## src/hdl/csbr_pkg.sv

```systemverilog
package csbr_pkg;

    localparam int OP_BITS     = 2;
    localparam int STATUS_BITS = 3;
    localparam int SLOT_BITS   = 4;
    localparam int KEY_PORT    = 32;
    localparam int CAP_BITS    = 5;
    localparam logic [CAP_BITS-1:0] CAP_RESET = 5'd16;

    localparam logic [OP_BITS-1:0] OP_GET  = 2'd0;
    localparam logic [OP_BITS-1:0] OP_PUT  = 2'd1;
    localparam logic [OP_BITS-1:0] OP_TICK = 2'd2;

    localparam logic [STATUS_BITS-1:0] ST_HIT      = 3'd0;
    localparam logic [STATUS_BITS-1:0] ST_MISS     = 3'd1;
    localparam logic [STATUS_BITS-1:0] ST_PRESENT  = 3'd2;
    localparam logic [STATUS_BITS-1:0] ST_FREE     = 3'd3;
    localparam logic [STATUS_BITS-1:0] ST_EVICT    = 3'd4;
    localparam logic [STATUS_BITS-1:0] ST_NOVICTIM = 3'd5;
    localparam logic [STATUS_BITS-1:0] ST_TICK     = 3'd6;

    typedef enum logic [2:0] {
        S_IDLE,
        S_MATCH,
        S_DECIDE,
        S_SWEEP,
        S_OUT
    } t_state;

    typedef struct packed {
        logic capture;
        logic match;
        logic decide;
        logic sweep_step;
        logic emit;
    } t_cmd;

    typedef struct packed {
        logic need_sweep;
        logic victim;
        logic out_free;
    } t_stat;

endpackage

```

## src/hdl/csbr_ctrl.sv

```systemverilog
module csbr_ctrl
    import csbr_pkg::*;
(
    input  logic  i_clk,
    input  logic  i_rst_n,
    input  logic  i_in_valid,
    output logic  o_in_stall,
    input  t_stat i_stat,
    output t_cmd  o_cmd
);

    t_state r_state;
    t_state n_state;

    always_ff @(posedge i_clk) begin
        if (!i_rst_n) begin
            r_state <= S_IDLE;
        end else begin
            r_state <= n_state;
        end
    end

    always_comb begin
        n_state = r_state;
        case (r_state)
            S_IDLE: begin
                if (i_in_valid) begin
                    n_state = S_MATCH;
                end
            end
            S_MATCH: begin
                n_state = S_DECIDE;
            end
            S_DECIDE: begin
                n_state = i_stat.need_sweep ? S_SWEEP : S_OUT;
            end
            S_SWEEP: begin
                if (i_stat.victim) begin
                    n_state = S_OUT;
                end
            end
            S_OUT: begin
                if (i_stat.out_free) begin
                    n_state = S_IDLE;
                end
            end
            default: begin
                n_state = S_IDLE;
            end
        endcase
    end

    always_comb begin
        o_cmd      = '0;
        o_in_stall = 1'b1;
        case (r_state)
            S_IDLE: begin
                // The input stays stalled while reset is held.
                o_in_stall    = !i_rst_n;
                o_cmd.capture = i_in_valid && i_rst_n;
            end
            S_MATCH: begin
                o_cmd.match = 1'b1;
            end
            S_DECIDE: begin
                o_cmd.decide = 1'b1;
            end
            S_SWEEP: begin
                o_cmd.sweep_step = 1'b1;
            end
            S_OUT: begin
                o_cmd.emit = i_stat.out_free;
            end
            default: begin
                o_in_stall = 1'b1;
            end
        endcase
    end

endmodule

```

## src/hdl/csbr_dp.sv

```systemverilog
module csbr_dp
    import csbr_pkg::*;
#(
    parameter int SLOTS    = 16,
    parameter int KEY_BITS = 32,
    parameter int MAX_USE  = 5
) (
    input  logic                   i_clk,
    input  logic                   i_rst_n,
    input  t_cmd                   i_cmd,
    output t_stat                  o_stat,
    input  logic [OP_BITS-1:0]     i_operation,
    input  logic [KEY_PORT-1:0]    i_request_key,
    input  logic                   i_cfg_valid,
    input  logic [CAP_BITS-1:0]    i_cfg_data,
    input  logic                   i_out_stall,
    output logic                   o_out_valid,
    output logic [STATUS_BITS-1:0] o_status,
    output logic [SLOT_BITS-1:0]   o_slot,
    output logic [KEY_PORT-1:0]    o_evicted_key
);

    localparam int KW   = (KEY_BITS < KEY_PORT) ? KEY_BITS : KEY_PORT;
    localparam int SW   = $clog2(SLOTS);
    localparam int FW   = $clog2(SLOTS + 1);
    localparam int CW   = $clog2(MAX_USE + 1);
    localparam int CAPW = (FW > CAP_BITS) ? FW : CAP_BITS;
    localparam logic [CW-1:0]   USE_MAX   = CW'(MAX_USE);
    localparam logic [CW-1:0]   USE_ONE   = CW'(1);
    localparam logic [CAPW-1:0] SLOTS_CAP = CAPW'(SLOTS);

    logic [OP_BITS-1:0]  r_op;
    logic [KW-1:0]       r_key;
    logic [SLOTS-1:0]    r_match;
    logic [KW-1:0]       r_keys [SLOTS];
    logic [CW-1:0]       r_counts [SLOTS];
    logic [CW-1:0]       n_counts [SLOTS];
    logic [SLOTS-1:0]    r_pins;
    logic [SLOTS-1:0]    n_pins;
    logic [FW-1:0]       r_filled;
    logic [FW-1:0]       n_filled;
    logic [SW-1:0]       r_hand;
    logic [SW-1:0]       n_hand;
    logic [CAP_BITS-1:0] r_capacity;

    logic [STATUS_BITS-1:0] r_pend_status;
    logic [STATUS_BITS-1:0] n_pend_status;
    logic [SW-1:0]          r_pend_slot;
    logic [SW-1:0]          n_pend_slot;
    logic [KEY_PORT-1:0]    r_pend_ekey;
    logic [KEY_PORT-1:0]    n_pend_ekey;

    logic                   r_out_valid;
    logic                   n_out_valid;
    logic [STATUS_BITS-1:0] r_out_status;
    logic [SW-1:0]          r_out_slot;
    logic [KEY_PORT-1:0]    r_out_ekey;

    logic          key_we;
    logic [SW-1:0] key_idx;
    logic          hit;
    logic [SW-1:0] hit_idx;
    logic          any_free;
    logic          full;
    logic          at_victim;
    logic [FW-1:0] hand_next;

    always_comb begin
        hit_idx = '0;
        for (int i = SLOTS - 1; i >= 0; i--) begin
            if (r_match[i]) begin
                hit_idx = SW'(i);
            end
        end
        hit = |r_match;
    end

    always_comb begin
        any_free = 1'b0;
        for (int i = 0; i < SLOTS; i++) begin
            if ((FW'(i) < r_filled) && !r_pins[i]) begin
                any_free = 1'b1;
            end
        end
    end

    // The effective capacity is the smaller of the register and the table size.
    assign full = (CAPW'(r_filled) >= CAPW'(r_capacity)) || (CAPW'(r_filled) >= SLOTS_CAP);

    assign at_victim = (r_counts[r_hand] == '0) && !r_pins[r_hand];
    assign hand_next = (FW'(r_hand) + FW'(1) >= r_filled) ? '0 : FW'(r_hand) + FW'(1);

    assign o_stat.need_sweep = (r_op == OP_PUT) && !hit && full && any_free;
    assign o_stat.victim     = at_victim;
    assign o_stat.out_free   = !r_out_valid || !i_out_stall;

    always_comb begin
        logic [KW+KEY_PORT-1:0] ek_wide;
        ek_wide       = {{KEY_PORT{1'b0}}, r_keys[r_hand]};
        n_counts      = r_counts;
        n_pins        = r_pins;
        n_filled      = r_filled;
        n_hand        = r_hand;
        n_pend_status = r_pend_status;
        n_pend_slot   = r_pend_slot;
        n_pend_ekey   = r_pend_ekey;
        key_we        = 1'b0;
        key_idx       = r_hand;

        if (i_cmd.decide) begin
            n_pend_status = ST_MISS;
            n_pend_slot   = '0;
            n_pend_ekey   = '0;
            case (r_op)
                OP_GET, OP_PUT: begin
                    if (hit) begin
                        if (r_counts[hit_idx] < USE_MAX) begin
                            n_counts[hit_idx] = r_counts[hit_idx] + USE_ONE;
                        end
                        n_pins[hit_idx] = 1'b1;
                        n_pend_status   = (r_op == OP_GET) ? ST_HIT : ST_PRESENT;
                        n_pend_slot     = hit_idx;
                    end else if (r_op == OP_PUT) begin
                        if (!full) begin
                            key_we            = 1'b1;
                            key_idx           = r_filled[SW-1:0];
                            n_counts[key_idx] = USE_ONE;
                            n_pins[key_idx]   = 1'b1;
                            n_filled          = r_filled + FW'(1);
                            n_pend_status     = ST_FREE;
                            n_pend_slot       = key_idx;
                        end else if (!any_free) begin
                            n_pend_status = ST_NOVICTIM;
                        end else if (FW'(r_hand) >= r_filled) begin
                            n_hand = '0;
                        end
                    end
                end
                OP_TICK: begin
                    n_pins = '0;
                    for (int i = 0; i < SLOTS; i++) begin
                        if (r_counts[i] != '0) begin
                            n_counts[i] = r_counts[i] - USE_ONE;
                        end
                    end
                    n_pend_status = ST_TICK;
                end
                default: begin
                    n_pend_status = ST_MISS;
                end
            endcase
        end

        // One slot under the hand per cycle: age it if its count is not zero, else
        // take it when it is unpinned; a pinned slot at zero is passed over.
        if (i_cmd.sweep_step) begin
            n_hand = hand_next[SW-1:0];
            if (r_counts[r_hand] != '0) begin
                n_counts[r_hand] = r_counts[r_hand] - USE_ONE;
            end else if (!r_pins[r_hand]) begin
                key_we           = 1'b1;
                n_counts[r_hand] = USE_ONE;
                n_pins[r_hand]   = 1'b1;
                n_pend_status    = ST_EVICT;
                n_pend_slot      = r_hand;
                n_pend_ekey      = ek_wide[KEY_PORT-1:0];
            end
        end
    end

    always_comb begin
        if (i_cmd.emit) begin
            n_out_valid = 1'b1;
        end else begin
            n_out_valid = r_out_valid && i_out_stall;
        end
    end

    always_ff @(posedge i_clk) begin
        if (!i_rst_n) begin
            r_pins      <= '0;
            r_filled    <= '0;
            r_hand      <= '0;
            r_capacity  <= CAP_RESET;
            r_out_valid <= 1'b0;
            for (int i = 0; i < SLOTS; i++) begin
                r_counts[i] <= '0;
            end
        end else begin
            r_pins      <= n_pins;
            r_filled    <= n_filled;
            r_hand      <= n_hand;
            r_counts    <= n_counts;
            r_out_valid <= n_out_valid;
            if (i_cfg_valid) begin
                r_capacity <= i_cfg_data;
            end
        end
    end

    always_ff @(posedge i_clk) begin
        if (i_cmd.capture) begin
            r_op  <= i_operation;
            r_key <= i_request_key[KW-1:0];
        end
        if (i_cmd.match) begin
            for (int i = 0; i < SLOTS; i++) begin
                r_match[i] <= (r_keys[i] == r_key) && (FW'(i) < r_filled);
            end
        end
        if (key_we) begin
            r_keys[key_idx] <= r_key;
        end
        r_pend_status <= n_pend_status;
        r_pend_slot   <= n_pend_slot;
        r_pend_ekey   <= n_pend_ekey;
        if (i_cmd.emit) begin
            r_out_status <= r_pend_status;
            r_out_slot   <= r_pend_slot;
            r_out_ekey   <= r_pend_ekey;
        end
    end

    logic [SW+SLOT_BITS-1:0] slot_wide;
    assign slot_wide = {{SLOT_BITS{1'b0}}, r_out_slot};

    assign o_out_valid   = r_out_valid;
    assign o_status      = r_out_status;
    assign o_slot        = slot_wide[SLOT_BITS-1:0];
    assign o_evicted_key = r_out_ekey;

    a_filled_bound: assert property (@(posedge i_clk) disable iff (!i_rst_n)
        r_filled <= FW'(SLOTS))
        else $error("filled slot count exceeds table size");

    a_hand_bound: assert property (@(posedge i_clk) disable iff (!i_rst_n)
        (r_filled == '0) || (FW'(r_hand) < r_filled))
        else $error("sweep hand points past the filled slots");

    a_victim_result: assert property (@(posedge i_clk) disable iff (!i_rst_n)
        (i_cmd.sweep_step && at_victim) |=> (r_pend_status == ST_EVICT))
        else $error("sweep found a victim without an evicted result");

    a_sweep_has_free: assert property (@(posedge i_clk) disable iff (!i_rst_n)
        i_cmd.sweep_step |-> any_free)
        else $error("sweep running with every filled slot pinned");

endmodule

```

## src/hdl/clock_sweep_buffer_replacement.sv

```systemverilog
// A result word is valid after key compare, priority select and update, and output load
// when no sweep is needed; the load waits while a stalled result holds the output.
// A replacing put runs the clock hand over one slot per cycle before the output load;
// the next word can be taken in the cycle after the result loads.
// No new word is taken before the last result loads. Reset is synchronous, active
// low: counts, pins, fill count and hand clear and capacity returns to 16.
module clock_sweep_buffer_replacement
    import csbr_pkg::*;
#(
    parameter int SLOTS    = 16,
    parameter int KEY_BITS = 32,
    parameter int MAX_USE  = 5
) (
    input  logic                   i_clk,
    input  logic                   i_rst_n,
    input  logic                   i_in_valid,
    output logic                   o_in_stall,
    input  logic [OP_BITS-1:0]     i_operation,
    input  logic [KEY_PORT-1:0]    i_request_key,
    output logic                   o_out_valid,
    input  logic                   i_out_stall,
    output logic [STATUS_BITS-1:0] o_status,
    output logic [SLOT_BITS-1:0]   o_slot,
    output logic [KEY_PORT-1:0]    o_evicted_key,
    input  logic                   i_cfg_valid,
    output logic                   o_cfg_ready,
    input  logic [CAP_BITS-1:0]    i_cfg_data
);

    t_cmd  cmd;
    t_stat stat;

    assign o_cfg_ready = i_rst_n;

    csbr_ctrl u_ctrl (
        .i_clk      (i_clk),
        .i_rst_n    (i_rst_n),
        .i_in_valid (i_in_valid),
        .o_in_stall (o_in_stall),
        .i_stat     (stat),
        .o_cmd      (cmd)
    );

    csbr_dp #(
        .SLOTS    (SLOTS),
        .KEY_BITS (KEY_BITS),
        .MAX_USE  (MAX_USE)
    ) u_dp (
        .i_clk         (i_clk),
        .i_rst_n       (i_rst_n),
        .i_cmd         (cmd),
        .o_stat        (stat),
        .i_operation   (i_operation),
        .i_request_key (i_request_key),
        .i_cfg_valid   (i_cfg_valid),
        .i_cfg_data    (i_cfg_data),
        .i_out_stall   (i_out_stall),
        .o_out_valid   (o_out_valid),
        .o_status      (o_status),
        .o_slot        (o_slot),
        .o_evicted_key (o_evicted_key)
    );

endmodule
```

## config.mk

```make
export PLATFORM = sky130hd
export DESIGN_NAME = clock_sweep_buffer_replacement
export DESIGN_NICKNAME = d
export VERILOG_FILES = /design/src/hdl/csbr_pkg.sv /design/src/hdl/csbr_ctrl.sv /design/src/hdl/csbr_dp.sv /design/src/hdl/clock_sweep_buffer_replacement.sv
export SDC_FILE = /design/constraint.sdc
export NUM_CORES = 2
export LEC_CHECK = 0
export BUFFER_PORTS_ARGS = -buffer_cell sky130_fd_sc_hd__buf_2
export CAP_MARGIN = 20
export CORE_MARGIN = 4
export CORE_UTILIZATION = 50
export CTS_CLUSTER_DIAMETER = 100
export DETAILED_ROUTE_END_ITERATION = 8
export MAX_ROUTING_LAYER = met4
export PLACE_DENSITY = 0.67
export SYNTH_ARGS = -nofsm -noshare
export SYNTH_HDL_FRONTEND = slang
export SYNTH_HIERARCHICAL = 1
export SYNTH_SLANG_ARGS = --single-unit
```

## constraint.sdc

```tcl
create_clock -name i_clk -period 11.3 [get_ports i_clk]
set_input_delay 1.13 -clock i_clk [delete_from_list [all_inputs] [get_ports i_clk]]
set_output_delay 1.13 -clock i_clk [all_outputs]
set_load 0.02 [all_outputs]
```

==> results.py <==
metrics = {
    "detailed_routing": {
        "wl_um": 136300,
        "dr_total_vias": 27918,
        "detail_route.wl_per_cell_um": 32.77,
        "drc_errors": 0,
        "drt_iter0_markers": 3682,
        "via_per_inst": 6.713,
        "first_pass_iters": 6,
        "ant_nets": 0,
    },
    "logic_synthesis": {
        "synth_edf_count": 601,
        "syn_area_sq_um": 38190,
        "synth.net_count": 3162,
        "async_reset_ff_share_pct": 0,
        "syn_inst": 3061,
        "syn_area_per_cell_sq_um": 12.48,
        "synth-seq-cells": 726,
        "synth_cell_types": 86,
        "synth_flop_cell": "edfxtp_1",
        "synth-seq-area-share_pct": 53.80,
        "ys.warnings.count": 6,
    },
    "grt": {
        "grt_pass1_vias": 26706,
        "track_usage_pct": 33.86,
        "grt_max_degree": 104,
        "grt_pass1_wl_um": 192900,
        "grt_overflow": 0,
        "antenna_found_initial": 8,
    },
    "clocking": {
        "cts_tree": "yes",
        "clk_latency_ns": 0.66,
        "numCtsBuffers": 79,
        "cts.clk_slew.worst_paths_ns": 0.06,
        "htreeDepth": 3,
        "postCtsSetupRepairBufs": 0,
        "cts_root_buffer": "clkbuf_16",
        "ctsResizeCount": 0,
        "ctsHoldBuffers": 0,
        "clock-sinks": 726,
        "cts_max_path_buffers": 3,
    },
    "die": {
        "dieArea_sq_um": 80870,
        "die-height_um": 284.4,
        "io_pins": 86,
        "die_w_um": 284.4,
        "coreArea_sq_um": 75820,
        "start_util_pct": 50.37,
        "fp-row-count": 101,
    },
    "power_and_ir_drop": {
        "vdd_ir_drop_max_v": 0.0001456,
        "leakage_nw": 13.60,
        "p_per_area_nw_per_um2": 140.6,
        "p_total_w": 0.005988,
    },
    "worst_setup_path": {
        "cp_top_family": "compound AO/OA/AOI/OAI gates",
        "cp.required_ns": 11.89,
        "cp_cell_sequence": "nand2b_1, a221oi_2, o221a_2, mux2i_1, o22ai_1, a311o_1, or2_0, ha_1, or3_1, o31a_1, nor2_1, o21ai_1, a31oi_1",
        "path_buf_inv": 0,
        "crit_path_top_delay_cell": "o221a_2",
        "cp.arrival_ns": 5.58,
        "critPathCaptureType": "flip-flop",
        "critPathMaxStageDelay_ns": 0.65,
        "rrSetupSlack_ns": 6.31,
        "crit_path_start_kind": "flip-flop",
        "path_class": "reg2reg",
        "crit_path_max_fanout": 20,
    },
    "place": {
        "hpwl_um": 95870,
        "io_buffer_count": 85,
        "gp_congestion": 1.008,
    },
    "finish": {
        "layout-area-overhead-vs-synth_pct": 11.52,
        "drive_gt1_share_pct": 16.37,
        "fin_nets": 3206,
    },
    "timing": {
        "slew_headroom_pct": 13.56,
        "timing.final.crit_share_pct": 44.19,
        "fin_crit_ns": 4.993,
        "hold_viol_final": 0,
        "worstMarginPinSlew_ns": 1.287,
        "setup_violations": 0,
        "slew_viol_final": 0,
        "tns_ns": 0,
        "max_freq_mhz": 200.3,
        "rsz0062_at_grt": "false",
        "fin_worst_skew_ns": 0.04514,
    },
    "min_path": {
        "hp-class": "reg2reg",
    },
    "job": {
        "drv_cap": 0,
    },
    "outcome": {
        "outcome": "finished clean",
    },
}
per-stage QoR:
stage	utilization (%)	std cells	cell area [sq um]	setup WS (ns)	hold WS, ns
4_1_cts	55.96	4141	42430	6.449	0.4284
6_report	56.17	4159	42590	6.307	0.4287
3_3_place_gp	52.39	3994	39730	6.104	0.4157
3_5_place_dp	52.41	3995	39740	6.465	0.4112
5_1_grt	56.16	4154	42580	6.134	0.4388
2_1_floorplan	-	3061	38190	6.168	0.4029
synthesized netlist by cell type, drive strengths merged (8+ instances only):
cell	number	share of area (%)
o31ai	9	0.18
mux4	180	11
a221oi	11	0.29
buf	51	0.68
nor2	200	2.0
inv	57	0.56
nor2b	32	0.52
xnor2	147	3.4
and2	19	0.31
nand2	190	1.9
clkbuf	150	1.5
and3	19	0.31
nand4	55	0.90
ha	57	1.9
xor2	373	8.6
dfxtp	125	6.6
a31oi	38	0.62
nand2b	20	0.33
o21ai	170	2.3
or3	10	0.16
nor3	49	0.67
o311ai	8	0.18
edfxtp	601	47
a21boi	21	0.41
mux2i	13	0.34
a21oi	131	1.7
nand3	64	0.84
o22ai	12	0.20
a211oi	19	0.39
nor4	112	1.9
o32ai	8	0.20
state kept, by name (all words and copies together) (netlist names), 4 cells and up, named ones only:
name / flops
u_dp/r_keys: 512
u_dp/r_key: 32
u_dp/r_match: 16
u_dp/r_filled: 5
u_dp/r_counts: 48
u_dp/r_hand: 4
u_dp/o_slot: 4
u_dp/r_pend_slot: 4
u_dp/o_evicted_key: 32
u_dp/r_pend_ekey: 32
u_dp/r_capacity: 5
u_dp/r_pins: 16
cell usage in the layout, fill, tap and decap left out, drive strengths merged, types with 12 or more instances in the layout:
cell    netlist  final
xnor2       147    147
inv          57     60
nand3        64     64
buf          51    164
a211oi       19     19
nor2b        32     32
nand2       190    190
nor4        112    112
and2         19     19
and3         19     19
o22ai        12     12
nor3         49     49
a21boi       21     21
mux2i        13     13
clkinv        1     37
nand4        55     55
ha           57     57
xor2        373    373
nand2b       20     20
a21oi       131    131
edfxtp      601    601
o21ai       170    170
a31oi        38     38
mux4        180    180
dfxtp       125    125
nor2        200    200
clkbuf      150     97
per-layer routing:
layer	GRT usage, %	routed length [um]
met3	9.158	16730
met4	12.89	5920
met5	-	0
met1	45.53	52740
met2	49.54	60910
layout make-up:
class                   count  area [sq um]
clock inverters            49         561.8
repair buffers            164          1121
multi-input cells        2076         16750
diodes                     11         27.53
inverters                  58         217.7
flip-flops and latches    726         20560
fillers                  6112         33230
well taps                 978          1224
clock buffers              97          2128
worst reg2reg max path: stages (launching register included):
cell and delay (ns):
edfxtp_1 0.42, nand2b_1 0.18, a221oi_2 0.41, o221a_2 0.65, mux2i_1 0.37, o22ai_1 0.11
a311o_1 0.36, or2_0 0.46, ha_1 0.39, or3_1 0.40, o31a_1 0.64, nor2_1 0.29
o21ai_1 0.10, a31oi_1 0.15
path summary, 6_finish.rpt:
path         cells past startpoint                          endpoint                    startpoint
min reg2reg                      0  u_dp/o_evicted_key[27]$_DFFE_PP_  u_dp/r_pend_ekey[27]$_DFF_P_
min                              0  u_dp/o_evicted_key[27]$_DFFE_PP_  u_dp/r_pend_ekey[27]$_DFF_P_
max reg2reg                     13      u_dp/r_counts[17]$_SDFF_PN0_    u_dp/r_match[14]$_DFFE_PP_
max                             13      u_dp/r_counts[17]$_SDFF_PN0_    u_dp/r_match[14]$_DFFE_PP_
logic make-up (layout without fill, tap and decap cells):
kind of cell | count (synthesis) | after routing | share of synthesized area [%]
XOR/XNOR | 520 | 520 | 11.92
AND/OR/NAND/NOR | 794 | 794 | 10.29
adder cells (fa/ha/maj) | 59 | 59 | 1.920
buffers and inverters | 259 | 368 | 2.729
multiplexers | 194 | 194 | 10.98
other | 0 | 11 | 0
AO/OA/AOI/OAI | 509 | 509 | 8.347
flip-flops | 726 | 726 | 53.80
power breakdown:
| part | switching (W) | leakage (nW) | internal [W] |
|---|---|---|---|
| registers | 0.0000297 | 6.45 | 0.00294 |
| clock network | 0.00115 | 1.30 | 0.00151 |
| logic | 0.000259 | 5.84 | 0.000102 |
| total | 0.00144 | 13.6 | 0.00455 |
Power figures use the tool's default switching activity.
